$ cat src/rtl/core/apc_pkg.sv
// Shared constants of the averaged pressure converter: register map, reset values,
// result limits and the quotient width of the serial divider.
// No dependencies; used by apc_serial_div and averaged_pressure_converter_core.
package apc_pkg;

  // Fixed field widths.
  localparam int unsigned SUPPLY_W   = 12;
  localparam int unsigned WINDOW_W   = 6;
  localparam int unsigned USED_W     = 6;
  localparam int unsigned PRESS_W    = 16;
  localparam int unsigned CFG_DATA_W = 32;
  localparam int unsigned CFG_ADDR_W = 4;

  // Quotient bits produced by one pass of the serial divider.
  localparam int unsigned QUO_W = 17;

  // Register indexes (byte address is four times the index).
  localparam logic [1:0] REG_WINDOW_LEN   = 2'd0;
  localparam logic [1:0] REG_AVERAGE_MODE = 2'd1;
  localparam logic [1:0] REG_SUPPLY_CODE  = 2'd2;

  // Averaging modes.
  localparam logic MODE_ROLLING = 1'b0;
  localparam logic MODE_BLOCK   = 1'b1;

  // Register reset values.
  localparam logic [WINDOW_W-1:0] WINDOW_RESET = 6'd8;
  localparam logic                MODE_RESET   = MODE_ROLLING;
  localparam logic [SUPPLY_W-1:0] SUPPLY_RESET = 12'd1667;

  // Pressure limits in Q8 and the matching quotient magnitudes.
  localparam logic signed [PRESS_W-1:0] Q8_HIGH = 16'sd32767;
  localparam logic signed [PRESS_W-1:0] Q8_LOW  = -16'sd1200;
  localparam logic [QUO_W-1:0] POS_MAG_MAX = 17'd32767;
  localparam logic [QUO_W-1:0] NEG_MAG_MAX = 17'd1200;

endpackage

$ cat src/rtl/core/apc_serial_div.sv
// Restoring divider that produces one quotient bit per cycle, apc_pkg::QUO_W bits in all.
// Depends on apc_pkg for the quotient width.
module apc_serial_div #(
  parameter int unsigned DVD_W = 36,
  parameter int unsigned DIV_W = 22
) (
  input  logic                        clk_i,
  input  logic                        rst_ni,
  input  logic                        start_i,
  input  logic [DVD_W-1:0]            dividend_i,
  input  logic [DIV_W-1:0]            divisor_i,
  output logic                        busy_o,
  output logic [apc_pkg::QUO_W-1:0]   quotient_o
);

  localparam int unsigned QW    = apc_pkg::QUO_W;
  localparam int unsigned STEP_W = $clog2(QW);
  localparam int unsigned CMP_W = (DVD_W > DIV_W) ? DVD_W : DIV_W;

  logic [DIV_W-1:0]  rem_q;
  logic [DIV_W-1:0]  rem_d;
  logic [DIV_W-1:0]  div_q;
  logic [QW-1:0]     quo_q;
  logic [STEP_W-1:0] step_q;
  logic              busy_q;
  logic [DIV_W:0]    trial;
  logic [DIV_W:0]    trial_sub;
  logic              fits;

  // The partial remainder stays below the divisor, so one extra bit holds the trial value.
  assign trial     = {rem_q, quo_q[QW-1]};
  assign trial_sub = trial - {1'b0, div_q};
  assign fits      = (trial >= {1'b0, div_q});
  assign rem_d     = fits ? DIV_W'(trial_sub) : DIV_W'(trial);

  always_ff @(posedge clk_i or negedge rst_ni) begin
    if (!rst_ni) begin
      busy_q <= 1'b0;
      step_q <= '0;
    end else if (start_i) begin
      busy_q <= 1'b1;
      step_q <= '0;
    end else if (busy_q) begin
      step_q <= step_q + STEP_W'(1);
      if (step_q == STEP_W'(QW - 1)) begin
        busy_q <= 1'b0;
      end
    end
  end

  // The high part of the dividend is the starting remainder; the low part shifts
  // out at the top of the quotient register while quotient bits enter at the bottom.
  always_ff @(posedge clk_i) begin
    if (start_i) begin
      rem_q <= DIV_W'(dividend_i >> QW);
      quo_q <= dividend_i[QW-1:0];
      div_q <= divisor_i;
    end else if (busy_q) begin
      rem_q <= rem_d;
      quo_q <= {quo_q[QW-2:0], fits};
    end
  end

  assign busy_o     = busy_q;
  assign quotient_o = quo_q;

  a_no_restart: assert property (@(posedge clk_i) disable iff (!rst_ni)
    start_i |-> !busy_q)
    else $error("divider started while a division is running");

  a_quotient_fits: assert property (@(posedge clk_i) disable iff (!rst_ni)
    start_i |-> ((CMP_W'(dividend_i) >> QW) < CMP_W'(divisor_i)))
    else $error("quotient does not fit the divider width");

  a_divisor_nonzero: assert property (@(posedge clk_i) disable iff (!rst_ni)
    start_i |-> (divisor_i != '0))
    else $error("divider started with a zero divisor");

endmodule

$ cat src/rtl/core/averaged_pressure_converter_core.sv
// Averaged pressure converter: boxcar averaging of ratiometric sensor ADC codes and
// conversion of the mean to signed Q8 kPa. Depends on apc_pkg and apc_serial_div.
//
//  Channel  | Direction | Handshake                      | Payload
//  ---------+-----------+--------------------------------+-----------------------------------
//  config   | in/out    | psel, penable, pwrite, pready  | paddr, pwdata, prdata
//  input    | in        | in_valid_i, in_stall_o         | sample_code_i
//  output   | out       | out_valid_o, out_stall_i       | pressure_q8_o, samples_used_o,
//           |           |                                | mean_code_o, saturated_o
//
// Sequence: a rolling-mode sample passes the sum, mean division, preparation, check, quotient
// division and output states before the block takes the next one; a block-mode sample that
// completes a window skips the sum state, and one that completes none stays in idle. A mean
// that saturates early skips the second division. Both divisions use the shared serial divider.
// Reset clears the configuration to its defaults and empties the averaging history; the
// sample ring needs no clearing because the fill count guards every read of it.
// A stalled output holds its result; the next input transfer is still taken while it waits,
// and the sequencer only waits once the following result is ready.
module averaged_pressure_converter_core #(
  parameter int unsigned MAX_WINDOW  = 32,
  parameter int unsigned SAMPLE_BITS = 12
) (
  input  logic                                  clk_i,
  input  logic                                  rst_ni,
  // Configuration port
  input  logic                                  psel,
  input  logic                                  penable,
  input  logic                                  pwrite,
  input  logic [apc_pkg::CFG_ADDR_W-1:0]        paddr,
  input  logic [apc_pkg::CFG_DATA_W-1:0]        pwdata,
  output logic [apc_pkg::CFG_DATA_W-1:0]        prdata,
  output logic                                  pready,
  // Input channel
  input  logic                                  in_valid_i,
  output logic                                  in_stall_o,
  input  logic [SAMPLE_BITS-1:0]                sample_code_i,
  // Output channel
  output logic                                  out_valid_o,
  input  logic                                  out_stall_i,
  output logic signed [apc_pkg::PRESS_W-1:0]    pressure_q8_o,
  output logic [apc_pkg::USED_W-1:0]            samples_used_o,
  output logic [SAMPLE_BITS-1:0]                mean_code_o,
  output logic                                  saturated_o
);

  // Widths that follow from the window depth and the sample width.
  localparam int unsigned CNT_W   = $clog2(MAX_WINDOW + 1);
  localparam int unsigned SLOT_W  = (MAX_WINDOW > 1) ? $clog2(MAX_WINDOW) : 1;
  localparam int unsigned SUM_W   = SAMPLE_BITS + CNT_W;
  localparam int unsigned K_W     = SUM_W + 10;
  localparam int unsigned SN_W    = apc_pkg::SUPPLY_W + CNT_W;
  localparam int unsigned SN40_W  = SN_W + 6;
  localparam int unsigned MAG_W   = (K_W > SN40_W) ? K_W : SN40_W;
  localparam int unsigned DIFF_W  = MAG_W + 1;
  localparam int unsigned NUM_W   = MAG_W + 8;
  localparam int unsigned DEN_W   = SN_W + 4;
  localparam int unsigned WCMP_W  = (CNT_W > apc_pkg::WINDOW_W) ? CNT_W : apc_pkg::WINDOW_W;
  localparam int unsigned CHK_W   = (NUM_W > DEN_W + apc_pkg::QUO_W) ? NUM_W
                                                                      : DEN_W + apc_pkg::QUO_W;

  // Sequencer states.
  localparam logic [3:0] S_IDLE   = 4'd0;
  localparam logic [3:0] S_SUM    = 4'd1;
  localparam logic [3:0] S_MSTART = 4'd2;
  localparam logic [3:0] S_MDIV   = 4'd3;
  localparam logic [3:0] S_PREP1  = 4'd4;
  localparam logic [3:0] S_PREP2  = 4'd5;
  localparam logic [3:0] S_PREP3  = 4'd6;
  localparam logic [3:0] S_CHECK  = 4'd7;
  localparam logic [3:0] S_QDIV   = 4'd8;
  localparam logic [3:0] S_OUT    = 4'd9;

  // ------------------------------------------------------------------------------------
  // Configuration registers. Writing the window length or the mode empties the history.
  // ------------------------------------------------------------------------------------
  logic [apc_pkg::WINDOW_W-1:0] window_q;
  logic                         mode_q;
  logic [apc_pkg::SUPPLY_W-1:0] supply_q;
  logic                         cfg_we;
  logic [1:0]                   cfg_idx;
  logic                         clear_hist;

  assign pready     = 1'b1;
  assign cfg_idx    = paddr[3:2];
  assign cfg_we     = psel && penable && pwrite;
  assign clear_hist = cfg_we && ((cfg_idx == apc_pkg::REG_WINDOW_LEN) ||
                                 (cfg_idx == apc_pkg::REG_AVERAGE_MODE));

  always_ff @(posedge clk_i or negedge rst_ni) begin
    if (!rst_ni) begin
      window_q <= apc_pkg::WINDOW_RESET;
      mode_q   <= apc_pkg::MODE_RESET;
      supply_q <= apc_pkg::SUPPLY_RESET;
    end else if (cfg_we) begin
      unique case (cfg_idx)
        apc_pkg::REG_WINDOW_LEN:   window_q <= pwdata[apc_pkg::WINDOW_W-1:0];
        apc_pkg::REG_AVERAGE_MODE: mode_q   <= pwdata[0];
        apc_pkg::REG_SUPPLY_CODE:  supply_q <= pwdata[apc_pkg::SUPPLY_W-1:0];
        default: ;
      endcase
    end
  end

  always_comb begin
    unique case (cfg_idx)
      apc_pkg::REG_WINDOW_LEN:   prdata = apc_pkg::CFG_DATA_W'(window_q);
      apc_pkg::REG_AVERAGE_MODE: prdata = apc_pkg::CFG_DATA_W'(mode_q);
      apc_pkg::REG_SUPPLY_CODE:  prdata = apc_pkg::CFG_DATA_W'(supply_q);
      default:                   prdata = '0;
    endcase
  end

  // The effective window is the register value clamped to one and to the ring depth.
  logic [CNT_W-1:0]             w_eff;
  logic [apc_pkg::SUPPLY_W-1:0] s_eff;

  always_comb begin
    if (window_q == '0) begin
      w_eff = CNT_W'(1);
    end else if (WCMP_W'(window_q) > WCMP_W'(MAX_WINDOW)) begin
      w_eff = CNT_W'(MAX_WINDOW);
    end else begin
      w_eff = CNT_W'(window_q);
    end
  end

  // A supply code of zero counts as one.
  assign s_eff = (supply_q == '0) ? apc_pkg::SUPPLY_W'(1) : supply_q;

  // ------------------------------------------------------------------------------------
  // Sequencer
  // ------------------------------------------------------------------------------------
  logic [3:0] state_q;
  logic [3:0] state_d;
  logic       in_acc;
  logic       out_free;
  logic       out_valid_q;
  logic       over;
  logic       div_start;
  logic       div_busy;
  logic [apc_pkg::QUO_W-1:0] div_quo;

  assign in_stall_o = (state_q != S_IDLE);
  assign in_acc     = in_valid_i && !in_stall_o;
  assign out_free   = !out_valid_q || !out_stall_i;

  // History bookkeeping for the transfer being accepted.
  logic [SLOT_W-1:0] write_slot_q;
  logic [CNT_W-1:0]  fill_q;
  logic [SUM_W-1:0]  window_sum_q;
  logic [SUM_W-1:0]  block_sum_q;
  logic [CNT_W-1:0]  block_count_q;
  logic              replace;
  logic [CNT_W-1:0]  fill_inc;
  logic [CNT_W-1:0]  slot_p1;
  logic [SLOT_W-1:0] slot_next;
  logic [CNT_W-1:0]  bcount_inc;
  logic [SUM_W-1:0]  bsum_add;
  logic              block_done;

  assign replace    = (fill_q >= w_eff);
  assign fill_inc   = fill_q + CNT_W'(1);
  assign slot_p1    = CNT_W'(write_slot_q) + CNT_W'(1);
  assign slot_next  = (slot_p1 >= w_eff) ? '0 : SLOT_W'(slot_p1);
  assign bcount_inc = block_count_q + CNT_W'(1);
  assign bsum_add   = block_sum_q + SUM_W'(sample_code_i);
  assign block_done = (bcount_inc >= w_eff);

  always_comb begin
    state_d = state_q;
    unique case (state_q)
      S_IDLE: begin
        if (in_acc) begin
          if (mode_q == apc_pkg::MODE_ROLLING) begin
            state_d = S_SUM;
          end else if (block_done) begin
            state_d = S_MSTART;
          end
        end
      end
      S_SUM:    state_d = S_MSTART;
      S_MSTART: state_d = S_MDIV;
      S_MDIV:   state_d = div_busy ? S_MDIV : S_PREP1;
      S_PREP1:  state_d = S_PREP2;
      S_PREP2:  state_d = S_PREP3;
      S_PREP3:  state_d = S_CHECK;
      S_CHECK:  state_d = over ? S_OUT : S_QDIV;
      S_QDIV:   state_d = div_busy ? S_QDIV : S_OUT;
      S_OUT:    state_d = out_free ? S_IDLE : S_OUT;
      default:  state_d = S_IDLE;
    endcase
  end

  always_ff @(posedge clk_i or negedge rst_ni) begin
    if (!rst_ni) begin
      state_q <= S_IDLE;
    end else begin
      state_q <= state_d;
    end
  end

  // ------------------------------------------------------------------------------------
  // Sample ring. The entry at the write slot is read and overwritten in the same cycle,
  // so the registered read returns the sample that leaves the window.
  // ------------------------------------------------------------------------------------
  logic [SAMPLE_BITS-1:0] ring_mem [MAX_WINDOW];
  logic [SAMPLE_BITS-1:0] ring_rd_q;
  logic                   ring_we;

  assign ring_we = in_acc && (mode_q == apc_pkg::MODE_ROLLING);

  always_ff @(posedge clk_i) begin
    if (ring_we) begin
      ring_mem[write_slot_q] <= sample_code_i;
      ring_rd_q              <= ring_mem[write_slot_q];
    end
  end

  // ------------------------------------------------------------------------------------
  // Datapath registers
  // ------------------------------------------------------------------------------------
  logic [SAMPLE_BITS-1:0]   code_q;
  logic                     replace_q;
  logic [SUM_W-1:0]         dsum_q;
  logic [CNT_W-1:0]         dn_q;
  logic [CNT_W-1:0]         used_q;
  logic [SAMPLE_BITS-1:0]   mean_q;
  logic [SUM_W-1:0]         esum_q;
  logic [CNT_W-1:0]         en_q;
  logic [SN_W-1:0]          sn_q;
  logic [K_W-1:0]           k_q;
  logic signed [DIFF_W-1:0] diff_q;
  logic [DEN_W-1:0]         den_q;
  logic [MAG_W-1:0]         mag_q;
  logic                     neg_q;
  logic signed [apc_pkg::PRESS_W-1:0] press_q;
  logic                     sat_q;

  logic [SUM_W-1:0]   wsum_new;
  logic [SN40_W-1:0]  sn40;
  logic [NUM_W-1:0]   num;
  logic [NUM_W-1:0]   div_dvd;
  logic [DEN_W-1:0]   div_dvs;
  logic signed [apc_pkg::PRESS_W-1:0] press_div;
  logic               sat_div;

  // Rolling sum: add the new sample, and drop the oldest once the window is full.
  assign wsum_new = replace_q ? (window_sum_q - SUM_W'(ring_rd_q) + SUM_W'(code_q))
                              : (window_sum_q + SUM_W'(code_q));

  // 40 * S * n and the Q8 numerator magnitude.
  assign sn40 = (SN40_W'(sn_q) << 5) + (SN40_W'(sn_q) << 3);
  assign num  = {mag_q, 8'd0};

  // Saturation is certain when the quotient would need more bits than the divider gives.
  assign over = (CHK_W'(num) >= (CHK_W'(den_q) << apc_pkg::QUO_W));

  // The divider is shared: first the mean code, then the pressure quotient.
  assign div_start = (state_q == S_MSTART) || ((state_q == S_CHECK) && !over);
  assign div_dvd   = (state_q == S_CHECK) ? num : NUM_W'(dsum_q);
  assign div_dvs   = (state_q == S_CHECK) ? den_q : DEN_W'(dn_q);

  // Quotient magnitude to signed Q8 with clamping; truncation is toward zero.
  always_comb begin
    press_div = apc_pkg::Q8_HIGH;
    sat_div   = 1'b0;
    if (neg_q) begin
      if (div_quo > apc_pkg::NEG_MAG_MAX) begin
        press_div = apc_pkg::Q8_LOW;
        sat_div   = 1'b1;
      end else begin
        press_div = 16'sd0 - $signed(apc_pkg::PRESS_W'(div_quo));
      end
    end else begin
      if (div_quo > apc_pkg::POS_MAG_MAX) begin
        press_div = apc_pkg::Q8_HIGH;
        sat_div   = 1'b1;
      end else begin
        press_div = $signed(apc_pkg::PRESS_W'(div_quo));
      end
    end
  end

  apc_serial_div #(
    .DVD_W (NUM_W),
    .DIV_W (DEN_W)
  ) u_div (
    .clk_i      (clk_i),
    .rst_ni     (rst_ni),
    .start_i    (div_start),
    .dividend_i (div_dvd),
    .divisor_i  (div_dvs),
    .busy_o     (div_busy),
    .quotient_o (div_quo)
  );

  // History state, cleared on reset and on a window or mode write.
  always_ff @(posedge clk_i or negedge rst_ni) begin
    if (!rst_ni) begin
      write_slot_q  <= '0;
      fill_q        <= '0;
      window_sum_q  <= '0;
      block_sum_q   <= '0;
      block_count_q <= '0;
    end else if (clear_hist) begin
      write_slot_q  <= '0;
      fill_q        <= '0;
      window_sum_q  <= '0;
      block_sum_q   <= '0;
      block_count_q <= '0;
    end else if (in_acc) begin
      if (mode_q == apc_pkg::MODE_ROLLING) begin
        write_slot_q <= slot_next;
        if (!replace) begin
          fill_q <= fill_inc;
        end
      end else if (block_done) begin
        block_sum_q   <= '0;
        block_count_q <= '0;
      end else begin
        block_sum_q   <= bsum_add;
        block_count_q <= bcount_inc;
      end
    end else if (state_q == S_SUM) begin
      window_sum_q <= wsum_new;
    end
  end

  // Per-item working registers.
  always_ff @(posedge clk_i) begin
    unique case (state_q)
      S_IDLE: begin
        if (in_acc) begin
          code_q    <= sample_code_i;
          replace_q <= replace;
          if (mode_q == apc_pkg::MODE_ROLLING) begin
            dn_q   <= replace ? fill_q : fill_inc;
            used_q <= replace ? fill_q : fill_inc;
          end else begin
            dsum_q <= bsum_add;
            dn_q   <= w_eff;
            used_q <= bcount_inc;
          end
        end
      end
      S_SUM: begin
        dsum_q <= wsum_new;
      end
      S_MDIV: begin
        // In block mode the truncated mean is converted as a single sample.
        mean_q <= SAMPLE_BITS'(div_quo);
        if (mode_q == apc_pkg::MODE_BLOCK) begin
          esum_q <= SUM_W'(div_quo[SAMPLE_BITS-1:0]);
          en_q   <= CNT_W'(1);
        end else begin
          esum_q <= dsum_q;
          en_q   <= dn_q;
        end
      end
      S_PREP1: begin
        sn_q <= SN_W'(s_eff) * SN_W'(en_q);
        k_q  <= (K_W'(esum_q) << 10) - (K_W'(esum_q) << 4) - (K_W'(esum_q) << 3);
      end
      S_PREP2: begin
        diff_q <= $signed(DIFF_W'(k_q)) - $signed(DIFF_W'(sn40));
        den_q  <= (DEN_W'(sn_q) << 3) + DEN_W'(sn_q);
      end
      S_PREP3: begin
        neg_q <= diff_q[DIFF_W-1];
        mag_q <= diff_q[DIFF_W-1] ? MAG_W'(-diff_q) : MAG_W'(diff_q);
      end
      S_CHECK: begin
        if (over) begin
          press_q <= neg_q ? apc_pkg::Q8_LOW : apc_pkg::Q8_HIGH;
          sat_q   <= 1'b1;
        end
      end
      S_QDIV: begin
        if (!div_busy) begin
          press_q <= press_div;
          sat_q   <= sat_div;
        end
      end
      default: ;
    endcase
  end

  // ------------------------------------------------------------------------------------
  // Output register
  // ------------------------------------------------------------------------------------
  logic signed [apc_pkg::PRESS_W-1:0] pressure_q;
  logic [apc_pkg::USED_W-1:0]         used_out_q;
  logic [SAMPLE_BITS-1:0]             mean_out_q;
  logic                               sat_out_q;
  logic                               out_load;

  assign out_load = (state_q == S_OUT) && out_free;

  always_ff @(posedge clk_i or negedge rst_ni) begin
    if (!rst_ni) begin
      out_valid_q <= 1'b0;
    end else if (out_load) begin
      out_valid_q <= 1'b1;
    end else if (!out_stall_i) begin
      out_valid_q <= 1'b0;
    end
  end

  always_ff @(posedge clk_i) begin
    if (out_load) begin
      pressure_q <= press_q;
      used_out_q <= apc_pkg::USED_W'(used_q);
      mean_out_q <= mean_q;
      sat_out_q  <= sat_q;
    end
  end

  assign out_valid_o    = out_valid_q;
  assign pressure_q8_o  = pressure_q;
  assign samples_used_o = used_out_q;
  assign mean_code_o    = mean_out_q;
  assign saturated_o    = sat_out_q;

  // ------------------------------------------------------------------------------------
  // Assertions
  // ------------------------------------------------------------------------------------
  a_fill_in_window: assert property (@(posedge clk_i) disable iff (!rst_ni)
    (fill_q <= w_eff) && (CNT_W'(write_slot_q) < w_eff))
    else $error("rolling history runs past the window");

  a_block_in_window: assert property (@(posedge clk_i) disable iff (!rst_ni)
    block_count_q < w_eff)
    else $error("block count reached the window without a result");

  a_result_from_seq: assert property (@(posedge clk_i) disable iff (!rst_ni)
    $rose(out_valid_q) |-> ($past(state_q) == S_OUT))
    else $error("result raised outside the output state");

endmodule
$ cat config.mk
export PLATFORM = sky130hd
export DESIGN_NAME = averaged_pressure_converter_core
export DESIGN_NICKNAME = d
export VERILOG_FILES = /design/src/rtl/core/apc_pkg.sv /design/src/rtl/core/apc_serial_div.sv /design/src/rtl/core/averaged_pressure_converter_core.sv
export SDC_FILE = /design/constraint.sdc
export NUM_CORES = 1
export LEC_CHECK = 0
export ABC_AREA = 1
export BUFFER_PORTS_ARGS = -buffer_cell sky130_fd_sc_hd__buf_4
export CAP_MARGIN = 20
export CELL_PAD_IN_SITES_DETAIL_PLACEMENT = 0
export CELL_PAD_IN_SITES_GLOBAL_PLACEMENT = 1
export CORE_AREA = 2 2 366 368
export DETAILED_ROUTE_END_ITERATION = 10
export DIE_AREA = 0 0 368 370
export PLACE_DENSITY = 0.59
export SLEW_MARGIN = 20
export SYNTH_ARGS = -nofsm -noshare
export SYNTH_HDL_FRONTEND = slang
export SYNTH_SLANG_ARGS = --single-unit
$ cat constraint.sdc
create_clock -name clk_i -period 5.4 [get_ports clk_i]
set_input_delay 0.54 -clock clk_i [delete_from_list [all_inputs] [get_ports clk_i]]
set_output_delay 0.54 -clock clk_i [all_outputs]
set_load 0.01 [all_outputs]
==> impl_metrics.ini, run 1 <==
[sta]
final.min_clock_period_ns = 4.49
worst_slew_margin_rel = 0.304
post-route-worst-setup-slack_ns = 0.908
setup_tns_ns = 0
final_setup_violating_endpoints = 0
setup_repair_after_global_routing_missed_its_margin = false
final-max-slew-violation-count = 0
period_share = 0.832
fin_worst_skew_ns = 0.0485
worst_slew_pin_slew_ns = 1.04
fmax_ghz = 0.223
hold_viol = 0

[critical_path]
worst_path_max_delay_cell = sky130_fd_sc_hd__fa_1
crit_path_max_fanout = 8
timing.critical_path.mode_cell = sky130_fd_sc_hd__nand2_1
critical_path.endpoint_type = flop
start_kind = flop
cp_data_arrival_time_ns = 4.93
critPathKind = flop to flop
cp_data_required_time_ns = 5.84
crit_chain = nor4_1 -> nand3_1 -> nand2_1 -> nand2_1 -> fa_1 -> fa_1 -> fa_1 -> inv_1 -> ha_1 -> nand3_1 -> nand2_1 -> nand4_1 -> nand2_1 -> a21boi_0 -> o21ai_0 -> xnor2_1
max_incr_delay_on_cp_ns = 0.54
ff2ff_setup_slack_ns = 0.91

[clocking]
cts_tree = built
insertion_delay_ns = 0.71
cts.hold.buffers_added = 2
post_cts_buffers = 0
cts.htree.levels = 3
clkTransAtPathRegs_ns = 0.06
total_clock_buffers_created_by_cts = 90
tritoncts_num_sinks = 788
clk_path_buf_depth = 3
cts-root-buf = sky130_fd_sc_hd__clkbuf_16
cts_resized = 0

[power_and_ir_drop]
p_switching_uw = 12800
power.switching_fraction = 0.437
seq_power_share = 0.302
power_report.internal_total_uw = 16500
share_comb_of_total_power = 0.479
p_leak_uw = 0.0205
ir_drop_mv = 0.336
p_clk_frac = 0.219
power.density_cell_area_nw_per_um2 = 596

[synthesis]
synth-seq-area-share = 0.536
synth-compound-area-share = 0.0975
synth_edf_count = 702
async_reset_ff_frac = 0.105
synthesis.instances = 4526
synthDistinctLibCells = 56
synth-main-ff-cell = sky130_fd_sc_hd__edfxtp_1
post_synth_and_or_nand_nor_area_fraction = 0.169
avgSynthCellArea_um2 = 9.57
dominant_combinational_cell_family_by_area_after_synthesis = simple AND/OR/NAND/NOR gates
synthesis_warning_total = 0
syn_area_um2 = 43300
synthMuxAreaShare = 0.000231
synth.ff_latch_count = 788
yosys.area_share.xor_xnor = 0.0267
yosys.area_share.adder = 0.100

[global_route]
grt_max_degree = 164
antenna_found_initial = 12
grt_overflow_total = 0
global_route_wire_length_before_repair_um = 188000
vias_in_the_first_global_route = 30239
grtUsageTotal = 0.181

[route]
postRouteAntennaNets = 0
initialDrtViolationCount = 2337
routed_wirelength_um = 124000
routed_via_density = 4.80
post_drt_wl_per_cell_um = 19.2
vias = 31096
first_pass_drt_iterations = 6
drc = 0

[cells_and_area]
area_growth_pct = 13.6
diodes = 0
final_core_utilization = 0.371
design.final.nets = 4988
drive_above_1_share = 0.0728
stdcell_area_um2 = 49200
n_fill_cell = 13481

[floorplanning]
boundaryPins = 125
std_cell_rows = 134
floorplan.die.width_um = 368
chipHeight_um = 370
initial_utilization = 0.327
die_area_um2 = 136000
floorplan.core_area_um2 = 132000

[placed_design]
dp_worst_setup_slack_ns = 0.783
dpl-instance-area_um2 = 46100
dpl.hpwl_um = 89100
port_buffers = 81
place.gp.congestion = 0.862

[run]
max-cap-violations = 0

[hold_path]
hold_path_class = input port to flop

[run_status]
status = complete, no violations
-- sequential cells by signal, summed over array words and instances, names as in the netlist, 12 cells and up --
signal            count
ring_mem            384
diff_q               26
k_q                  25
mag_q                25
den_q                22
u_div.div_q          22
u_div.rem_q          22
block_sum_q          18
dsum_q               18
esum_q               18
sn_q                 18
window_sum_q         18
u_div.quotient_o     17
press_q              16
pressure_q8_o        16
code_q               12
mean_code_o          12
mean_q               12
ring_rd_q            12
supply_q             12
-- layout by cell type (no fill, tap or decap), drive strengths merged, types with 12 or more instances in the layout --
cell      n
nand2   942
nor3     32
ha      213
inv     598
conb     21
clkinv   44
xor2    100
o21ai   400
a21o     12
buf     152
fa       84
bufinv   13
nand3b   14
edfxtp  702
clkbuf  101
o21bai   12
o22ai   121
xnor2    32
nor2    534
dfrtp    77
nand3   191
a22o     13
nand4    55
a21oi   154
-- critical path: cells and delay by family, from the launching register on --
kind,cells,cell delay (ns)
AO/OA/AOI/OAI,2,0.51
buffers and inverters,1,0.04
AND/OR/NAND/NOR,8,1.12
flip-flops,1,0.48
XOR/XNOR,1,0.15
adder cells (fa/ha/maj),4,1.90
-- synth_stat cells (14+ instances only) --
master                     count  area share
sky130_fd_sc_hd__o21ai_1      47      0.0054
sky130_fd_sc_hd__buf_2        22      0.0025
sky130_fd_sc_hd__clkbuf_1     90      0.0078
sky130_fd_sc_hd__o22ai_1     119       0.017
sky130_fd_sc_hd__a21oi_1     154       0.018
sky130_fd_sc_hd__inv_1       584       0.051
sky130_fd_sc_hd__fa_1         84       0.039
sky130_fd_sc_hd__nand3b_1     14      0.0024
sky130_fd_sc_hd__buf_4        27      0.0047
sky130_fd_sc_hd__nand3_1     191       0.022
sky130_fd_sc_hd__xor2_1      100       0.020
sky130_fd_sc_hd__nor3_1       31      0.0036
sky130_fd_sc_hd__o21ai_0     345       0.040
sky130_fd_sc_hd__nand2_1     941       0.082
sky130_fd_sc_hd__xnor2_1      32      0.0065
sky130_fd_sc_hd__nor2_1      529       0.046
sky130_fd_sc_hd__nand4_1      54      0.0078
sky130_fd_sc_hd__ha_1        213       0.062
sky130_fd_sc_hd__dfrtp_1      77       0.044
sky130_fd_sc_hd__edfxtp_1    702        0.49
-- final timing paths --
kind                                         start                          end  cells after the start
hold reg to reg               press_q[7]$_DFFE_PP_   pressure_q8_o[7]$_DFFE_PP_                      0
setup / recovery           supply_q[8]$_DFFE_PN0P_           sn_q[17]$_DFFE_PP_                     16
hold / removal                          pwdata[10]     supply_q[10]$_DFFE_PN1P_                      3
setup reg to reg           supply_q[8]$_DFFE_PN0P_           sn_q[17]$_DFFE_PP_                     16
max in group asynchronous                   rst_ni  write_slot_q[0]$_DFFE_PN0P_                      3
min in group asynchronous                   rst_ni  u_div.step_q[3]$_DFFE_PN0P_                      2
-- power by group through the flow --
stage	combinational, uW	sequential [uW]	clock, uW
6_report	14100	8850	6420
5_1_grt	16000	8950	6830
4_1_cts	14300	8860	6600
3_5_place_dp	14200	8970	0
3_3_place_gp	14200	8970	0
2_1_floorplan	10300	8520	0
-- layer usage --
metal  GRT usage  wire (um)
met1       0.243      56600
met2       0.303      59100
met3      0.0261       4910
met4      0.0524       3470
met5           0         43
-- layout make-up --
class | instances | area (um2) | share of cell area
inverter | 595 | 2240 | 0.0455
clock inverter | 67 | 811 | 0.0165
clock buffer | 101 | 2310 | 0.0470
multi-input combinational | 3007 | 17200 | 0.350
tap | 1768 | 2210 | 0.0450
timing repair buffer | 154 | 1170 | 0.0239
sequential | 788 | 23200 | 0.472
-- logic make-up after synthesis --
logic type	Yosys count
adder cells (fa/ha/maj)	297
other	2
XOR/XNOR	132
AND/OR/NAND/NOR	1800
multiplexers	1
AO/OA/AOI/OAI	756
flip-flops	788
buffers and inverters	750
-- through the flow --
stage	instances	hold slack, ns	total power (uW)
after global placement	6310	0.406	23200
final	6480	0.0707	29300
after global routing	6480	0.0314	31800
after floorplan	4545	0.244	18800
after CTS	6480	0.0139	29700
after detailed placement	6310	0.405	23100
No activity file was read; power rests on OpenSTA's default activity.
==> run 2, diff against run 1 <==
==> constraint.sdc (replaced) <==
create_clock -name clk_i -period 4.5 [get_ports clk_i]
set_input_delay 0.45 -clock clk_i [delete_from_list [all_inputs] [get_ports clk_i]]
set_output_delay 0.45 -clock clk_i [all_outputs]
set_load 0.01 [all_outputs]
==> run 2 against run 1 <==
Compared with the run above: via count rose by 0.68%; core utilization rose by 0.14 points; sequential share of layout area decreased by 0.18 points; setup slack worse by 0.62 ns; critical path depth increased by 2; hold slack worse by 0.010 ns; non-clock buffer count is 30 higher; global-route usage is 0.28 points higher; final cell count up 0.52%; first-iteration DRC count shrank 0.47%; sequential power rose by 19%; combinational power up 21%; largest cell class unchanged; largest power group unchanged.
==> impl_metrics.ini, run 2 (same netlist as run 1, synthesis figures left out) <==
[run_status]
status = complete, no violations

[critical_path]
cp_data_required_time_ns = 4.92
cp_data_arrival_time_ns = 4.63
start_kind = flop
crit_path_end = sn_q[15]$_DFFE_PP_
ff2ff_setup_slack_ns = 0.29
r2r_end = sn_q[15]$_DFFE_PP_
critPathKind = flop to flop
crit_path_max_fanout = 4
cp_top_family = adder cells
worst_path_max_delay_cell = sky130_fd_sc_hd__fa_1
max_incr_delay_on_cp_ns = 0.54
critical_path.endpoint_type = flop
cp_startpoint = supply_q[11]$_DFFE_PN0P_
total_buffers_and_inverters_traversed_by_the_critical_path = 3
timing.critical_path.depth = 18
reg2reg_depth = 18
r2r-start = supply_q[11]$_DFFE_PN0P_
crit_chain = nor4_2 -> buf_4 -> nand3_1 -> nand2_2 -> nand2_1 -> fa_1 -> fa_1 -> fa_1 -> inv_1 -> ha_1 -> nand3_1 -> nand2_1 -> nand4_1 -> nand2_1 -> a21boi_0 -> buf_4 -> o21bai_1 -> xor2_1

[power_and_ir_drop]
seq_power_share = 0.300
p_leak_uw = 0.0207
power.switching_fraction = 0.437
p_switching_uw = 15400
share_comb_of_total_power = 0.486
p_clk_frac = 0.214
ir_drop_mv = 0.423
power.density_cell_area_nw_per_um2 = 711
power_report.internal_total_uw = 19800

[route]
vias = 31308
initialDrtViolationCount = 2326
post_drt_wl_per_cell_um = 19.2
routed_wirelength_um = 125000
postRouteAntennaNets = 0
first_pass_drt_iterations = 5
drc = 0
routed_via_density = 4.81

[clocking]
cts-root-buf = sky130_fd_sc_hd__clkbuf_16
clk_path_buf_depth = 3
insertion_delay_ns = 0.73
cts_tree = built
total_clock_buffers_created_by_cts = 90
post_cts_buffers = 0
clkTransAtPathRegs_ns = 0.06
tritoncts_num_sinks = 788
cts.htree.levels = 3

[sta]
setup_repair_after_global_routing_missed_its_margin = false
fin_worst_skew_ns = 0.0622
hold_viol = 0
fmax_ghz = 0.237
worst_slew_pin_slew_ns = 1.00
final.min_clock_period_ns = 4.21
setup_tns_ns = 0
final-max-slew-violation-count = 0
period_share = 0.936
worst_slew_margin_rel = 0.331
post-route-worst-setup-slack_ns = 0.286
final_setup_violating_endpoints = 0

[floorplanning]
boundaryPins = 125
floorplan.die.width_um = 368
initial_utilization = 0.327
chipHeight_um = 370
die_area_um2 = 136000
std_cell_rows = 134
floorplan.core_area_um2 = 132000

[global_route]
grt_overflow_total = 0
grt_max_degree = 63
vias_in_the_first_global_route = 30718
grtUsageTotal = 0.184
met2_usage = 0.309
global_route.peak_usage_layer = met2
globalRouteMet1Util = 0.246
global_route.usage.met3 = 0.0283
antenna_found_initial = 17
global_route_wire_length_before_repair_um = 190000

[cells_and_area]
largestRegisters = ring_mem: 384 flops, diff_q: 26 flops
largest_reg_flops = 384
area_growth_pct = 14.0
top_register = ring_mem
final_common_cell = sky130_fd_sc_hd__nand2_1
design.final.nets = 5018
leading_cell_types_in_the_layout_fill_and_taps_excluded = 940 x sky130_fd_sc_hd__nand2_1, 702 x sky130_fd_sc_hd__edfxtp_1, 584 x sky130_fd_sc_hd__inv_1, 521 x sky130_fd_sc_hd__nor2_1, 343 x sky130_fd_sc_hd__o21ai_0
drive_above_1_share = 0.0763
final_core_utilization = 0.373

[placed_design]
port_buffers = 81
dp_worst_setup_slack_ns = 0.192
dpl.hpwl_um = 91600
place.gp.congestion = 0.858

[run]
max-cap-violations = 0

[hold_path]
hold_path_class = input port to flop
## run 2: repair_timing
| action | 4_1_cts | 5_1_grt |
|---|---|---|
| resized for setup | 0 | 3 |
| hold endpoints to repair | 32 | 0 |
| hold buffers | 10 | 0 |
| endpoints found under the setup margin | 0 | 3 |
## run 2: tightest hold or removal path: stages
cell	delay, ns
sky130_fd_sc_hd__buf_4	0.08
sky130_fd_sc_hd__inv_1	0.06
sky130_fd_sc_hd__o21ai_0	0.15
## run 2: per-stage QoR
stage | hold slack (ns) | area [um2] | total power, uW | std cells
2_1_floorplan | 0.154 | 43400 | 22500 | 4545
3_3_place_gp | 0.406 | 46200 | 27900 | 6332
3_5_place_dp | 0.405 | 46200 | 27900 | 6332
4_1_cts | 0.0102 | 49400 | 35600 | 6510
5_1_grt | 0.0373 | 49400 | 38200 | 6511
6_report | 0.0603 | 49400 | 35100 | 6514
## run 2: worst min path at each step
stage,start,to,slack (ns),cells after the start
finish,pwdata[3],supply_q[3]$_DFFE_PN0P_,0.06,3
global placement,press_q[9]$_SDFFCE_PN1P_,pressure_q8_o[9]$_DFFE_PP_,0.41,0
global route,sample_code_i[8],ring_mem[7][8]$_DFFE_PP_,0.04,1
CTS,pwdata[5],supply_q[5]$_DFFE_PN0P_,0.01,3
floorplan,rst_ni,block_count_q[0]$_DFFE_PN0P_,0.15,0
detailed placement,mean_q[11]$_DFFE_PN_,mean_code_o[11]$_DFFE_PP_,0.40,0
## run 2: area by class of cell
type	instances	area, um2
Antenna cell	4	10.0
Tap cell	1768	2210
Clock buffer	117	2380
Multi-Input combinational cell	3007	17200
Inverter	595	2240
Fill cell	13458	83100
Sequential cell	788	23200
Timing Repair Buffer	184	1420
Clock inverter	51	668
## run 2: power by group through the flow
stage	Combinational, uW	Sequential, uW	Clock, uW
2_1_floorplan	12300	10200	0
6_report	17100	10500	7520
3_5_place_dp	17200	10700	0
5_1_grt	19600	10700	8000
4_1_cts	17300	10600	7720
3_3_place_gp	17200	10700	0
## run 2: layer usage
| layer | wire length, um | up-vias |
|---|---|---|
| li1 | - | 15505 |
| met1 | 56500 | 14971 |
| met2 | 59900 | 660 |
| met3 | 5770 | 166 |
| met4 | 3010 | 6 |
| met5 | 46 | - |
